$ cat src/rtl/core/pif_pkg.sv
`timescale 1ns / 1ps
`default_nettype none

package pif_pkg;

  // default sizes of the vertex table and of one coordinate
  localparam int MAX_VERTICES_DEF = 16;
  localparam int COORD_BITS_DEF   = 32;

  // configuration register file
  localparam int            VCOUNT_W         = 5;
  localparam logic [VCOUNT_W-1:0] VCOUNT_RESET = 5'd3;
  localparam logic          REG_VERTEX_COUNT = 1'b0;

  // item operation codes
  localparam logic OP_WRITE = 1'b0;
  localparam logic OP_QUERY = 1'b1;

  // product terms of one triangle test, in issue order
  typedef enum logic [2:0] {
    STEP_DET_P = 3'd0,  // ax * by
    STEP_DET_N = 3'd1,  // bx * ay
    STEP_NA_P  = 3'd2,  // px * by
    STEP_NA_N  = 3'd3,  // bx * py
    STEP_NB_P  = 3'd4,  // ax * py
    STEP_NB_N  = 3'd5   // px * ay
  } step_t;

  typedef struct packed {
    logic  clear;
    logic  issue;
    step_t step;
  } tri_ctrl_t;

endpackage

`default_nettype wire

$ cat src/rtl/core/pif_tri_unit.sv
`timescale 1ns / 1ps
`default_nettype none

module pif_tri_unit #(
  parameter int COORD_BITS = pif_pkg::COORD_BITS_DEF
) (
  input  wire                           clk,
  input  wire                           rst,
  input  wire pif_pkg::tri_ctrl_t       ctrl,
  input  wire logic signed [COORD_BITS-1:0] px,
  input  wire logic signed [COORD_BITS-1:0] py,
  input  wire logic signed [COORD_BITS-1:0] ax,
  input  wire logic signed [COORD_BITS-1:0] ay,
  input  wire logic signed [COORD_BITS-1:0] bx,
  input  wire logic signed [COORD_BITS-1:0] by,
  output logic                          in_tri
);

  localparam int PROD_W = 2 * COORD_BITS;
  localparam int ACC_W  = PROD_W + 2;

  logic signed [COORD_BITS-1:0] op_a;
  logic signed [COORD_BITS-1:0] op_b;
  logic signed [PROD_W-1:0]     prod;
  logic signed [ACC_W-1:0]      prod_ext;
  pif_pkg::step_t               prod_step;
  logic                         prod_valid;
  logic signed [ACC_W-1:0]      det;
  logic signed [ACC_W-1:0]      na;
  logic signed [ACC_W-1:0]      nb;
  logic signed [ACC_W-1:0]      sum;

  // operand select for the shared multiplier
  always_comb begin
    unique case (ctrl.step)
      pif_pkg::STEP_DET_P: begin op_a = ax; op_b = by; end
      pif_pkg::STEP_DET_N: begin op_a = bx; op_b = ay; end
      pif_pkg::STEP_NA_P:  begin op_a = px; op_b = by; end
      pif_pkg::STEP_NA_N:  begin op_a = bx; op_b = py; end
      pif_pkg::STEP_NB_P:  begin op_a = ax; op_b = py; end
      pif_pkg::STEP_NB_N:  begin op_a = px; op_b = ay; end
      default:             begin op_a = '0; op_b = '0; end
    endcase
  end

  always_ff @(posedge clk) begin
    if (rst) begin
      prod_valid <= 1'b0;
    end else begin
      prod_valid <= ctrl.issue;
    end
  end

  always_ff @(posedge clk) begin
    if (ctrl.issue) begin
      prod      <= op_a * op_b;
      prod_step <= ctrl.step;
    end
  end

  assign prod_ext = {{(ACC_W - PROD_W){prod[PROD_W-1]}}, prod};

  // accumulate the product issued in the previous cycle
  always_ff @(posedge clk) begin
    if (ctrl.clear) begin
      det <= '0;
      na  <= '0;
      nb  <= '0;
    end else if (prod_valid) begin
      unique case (prod_step)
        pif_pkg::STEP_DET_P: det <= det + prod_ext;
        pif_pkg::STEP_DET_N: det <= det - prod_ext;
        pif_pkg::STEP_NA_P:  na  <= na + prod_ext;
        pif_pkg::STEP_NA_N:  na  <= na - prod_ext;
        pif_pkg::STEP_NB_P:  nb  <= nb + prod_ext;
        pif_pkg::STEP_NB_N:  nb  <= nb - prod_ext;
        default:             det <= det;
      endcase
    end
  end

  assign sum = na + nb;

  // weights both non-negative and summing to at most one, sign-aware; false when det is zero
  always_comb begin
    if (det > 0) begin
      in_tri = (na >= 0) && (nb >= 0) && (sum <= det);
    end else if (det < 0) begin
      in_tri = (na <= 0) && (nb <= 0) && (sum >= det);
    end else begin
      in_tri = 1'b0;
    end
  end

endmodule

`default_nettype wire

$ cat config.mk
export PLATFORM = sky130hd
export DESIGN_NAME = pif_tri_unit
export DESIGN_NICKNAME = d
export VERILOG_FILES = /design/src/rtl/core/pif_pkg.sv /design/src/rtl/core/pif_tri_unit.sv
export SDC_FILE = /design/constraint.sdc
export NUM_CORES = 2
export LEC_CHECK = 0
export BUFFER_PORTS_ARGS = -buffer_cell sky130_fd_sc_hd__buf_2
export CORE_MARGIN = 2
export CORE_UTILIZATION = 60
export CTS_CLUSTER_DIAMETER = 80
export DETAILED_ROUTE_END_ITERATION = 10
export PLACE_DENSITY = 0.77
export SLEW_MARGIN = 30
export SYNTH_ARGS = -nofsm -noshare
export SYNTH_HDL_FRONTEND = slang
export SYNTH_SLANG_ARGS = --single-unit
export TNS_END_PERCENT = 30
$ cat constraint.sdc
create_clock -name clk -period 11.8 [get_ports clk]
set_input_delay 0 -clock clk [delete_from_list [all_inputs] [get_ports clk]]
set_output_delay 0 -clock clk [all_outputs]
set_load 0.005 [all_outputs]
==> results.cfg <==
[clock_network]
cts_buffers = 40
cts_buffer_depth = 3
cts_tree = done
cts.htree.levels = 2
path_clk_slew_ns = 0.06
cts.sinks = 266
clockRootBuffer = clkbuf_16
clk_latency_ns = 0.62

[grt]
grt_pass1_vias = 57500
grt-ovfl-total = 0
grt_pass1_wl_um = 328000
grt_max_degree = 75
grt_use_total_pct = 38.2
antenna_found_initial = 3

[floorplan]
start_util_pct = 60.6
ioPinCount = 200
core_area_um2 = 107000
chipWidth_um = 333
die_h_um = 333
die_area_um2 = 111000
core.rowCount = 120

[finish]
multi_input_area_um2 = 53300
num-nets-final = 9693
area_growth_pct = 5.30
fin_cells = 9334
drive_gt1_share_pct = 5.63
layout.area.seq_um2 = 6000
fill_cells = 9253

[worst_setup_path]
crit_top_cell = fa_1
crit_slowest_cell = fa_1
startpoint_type = input port
critPathArrivalTime_ns = 10.85
crit_buf_inv = 9
path_max_fanout = 26
crit_family = adder cells
ff2ff_path_depth = 19
crit_required_ns = 12.13
crit-reg2reg-capture = nb[64]
critPathKind = in2reg
rrSetupSlack_ns = 4.72
r2r-start = prod[0]
cp_slowest_stage_delay_ns = 0.88
end_kind = register

[routing]
drc_errors = 0
dr.pass1.iters = 9
drtIter0Drc = 6051
vias = 57300
final_antenna_net_count = 0
drt-met1-wl_um = 83400
dr_wl_met2_um = 89000
wl_met3_um = 26400
wl_per_cell_um = 22.8
via_per_inst = 6.13
top_layer_used = met5
totalWireLength_um = 213000

[min_path]
holdPathEnd = prod_step[0]
holdCritStartpoint = ctrl[0]
hold_depth = 2
min_path_type = in2reg

[synth]
synth_area_per_cell_um2 = 8.16
ys_seq_elements = 266
synthArstFlopShare_pct = 0
synth_top_flop_cell = dfxtp_1
synth_edf_count = 67
yosysUniqueCellTypes = 89
yosys.area_share.simple_pct = 17.9
yosys_warnings = 0
synth_top_family_by_area = adder cells
ys_seq_area_share_pct = 9.22
synth_area_um2 = 65000
synthXorXnorAreaFrac_pct = 6.49
syn_nets = 9765
synth_cells = 7969
synth-compound-area-share_pct = 14.1
synth_fa_ha_area_share_pct = 43.3
synth_mux_area_share_pct = 0.127

[timing]
skew_ns = 0.0424
rsz0062_at_grt = no
finalSetupViolations = 0
hold_viol_final = 0
fmax_ghz = 0.0950
fin_crit_ns = 10.52
tightest_slew_ns = 1.17
worst_slack_ns = 1.28
maxSlewHeadroom_pct = 22.3
fin_crit_sh_pct = 89.2
fin_setup_tns_ns = 0
slew_violations = 0

[flow_run]
cap_violations = 0

[place]
io_buffer_count = 199
pre_cts_ws_ns = 1.40
hpwlAfterDp_um = 172000
gp_congestion = 1.04
place_inst = 9251

[run_status]
status = completed
==> metrics by stage <==
| stage | hold WS [ns] | utilization, % | instance area [µm²] |
|---|---|---|---|
| floorplan | 0.0716 | - | 65000 |
| detailed placement | 0.170 | 62.4 | 66900 |
| global placement | 0.166 | 62.4 | 66900 |
| finish | 0.0674 | 63.9 | 68500 |
| global route | 0.0597 | 63.9 | 68400 |
| CTS | 0.0454 | 63.8 | 68400 |
==> cell type report <==
type,instances,area share (%)
Antenna cell,3,0.0110
Clock buffer,52,1.63
Clock inverter,21,0.435
Inverter,1126,6.17
Multi-Input combinational cell,6168,77.9
Sequential cell,266,8.76
Tap cell,1403,2.56
Timing Repair Buffer,295,2.54
==> how the worst max path moves through the flow <==
stage,start,end,slack [ns],cells past startpoint
after global placement,ctrl[2],prod[62],1.71,33
after detailed placement,ctrl[2],prod[62],1.40,33
final,ctrl[2],prod[61],1.28,31
after floorplan,ctrl[0],prod[61],3.19,31
after global routing,ctrl[2],prod[61],0.82,31
after CTS,ctrl[2],prod[61],1.51,31
==> cells in the mapped netlist, types with 9 or more instances <==
cell type  instances  area share (%)
a22oi_1           55            0.64
a2111oi_0          9            0.12
o211ai_1          22            0.25
and3_1            46            0.44
nor3b_1           14            0.16
o31a_1            11            0.15
o21ai_0          202             1.6
o41ai_1            9            0.12
nor2_1           862             5.0
edfxtp_1          67             3.1
a211o_1           12            0.16
buf_1             28            0.16
nand2b_1          55            0.53
nor3_1            77            0.59
nor4_1            66            0.64
xor2_1           157             2.1
nand3_1           98            0.75
o21bai_1          54            0.62
nor2b_1           60            0.58
or3_1             22            0.21
a211oi_1          38            0.44
clkbuf_1         374             2.2
or4_1             10            0.12
dfxtp_1          199             6.1
a221oi_1          27            0.36
a221o_1            9            0.14
nand4_1           82            0.79
or2_2             23            0.22
a31oi_1           43            0.41
and2_1            76            0.73
a21oi_1          509             3.9
o31ai_1           24            0.28
a21o_1           250             2.9
inv_1           1125             6.5
o21a_1            61            0.70
fa_1            1086              33
nand2_1         1111             6.4
ha_1             511             9.8
and4_1            11            0.15
xnor2_1          325             4.4
==> flip-flops by register name, indices dropped and copies added (netlist names) <==
register / flops
det: 66
na: 66
nb: 66
prod: 64
prod_step: 3
prod_valid: 1
==> cells in the final DEF (no fill, tap or decap), drive strengths merged, types with 199 or more instances in the layout <==
| cell | count |
|---|---|
| buf | 288 |
| o21ai | 202 |
| a21o | 250 |
| ha | 511 |
| nor2 | 863 |
| nand2 | 1112 |
| xnor2 | 325 |
| a21oi | 510 |
| fa | 1086 |
| inv | 1128 |
| dfxtp | 199 |
==> cells by family (layout without fill, tap and decap cells) <==
kind of cell,after synthesis,count (layout)
other,0,3
multiplexers,8,8
flip-flops,266,266
adder cells (fa/ha/maj),1597,1597
XOR/XNOR,482,482
AO/OA/AOI/OAI,1428,1428
buffers and inverters,1535,1494
AND/OR/NAND/NOR,2653,2653
==> repair_timing <==
| item | 4_1_cts | 5_1_grt |
|---|---|---|
| gates resized for setup | 0 | 0 |
| setup buffers | 0 | 0 |
| endpoints found under the hold margin | 51 | 0 |
| hold buffers | 6 | 0 |
==> layer usage <==
layer / vias up / global-route usage, %
met5: - / 0
li1: 25600 / -
met2: 3462 / 57.5
met4: 6 / 19.2
met1: 27500 / 50.3
met3: 742 / 11.2
Power is left out: the tool's default activity adds up to more than one toggle a clock period on the data nets, which glitch-free logic cannot reach.
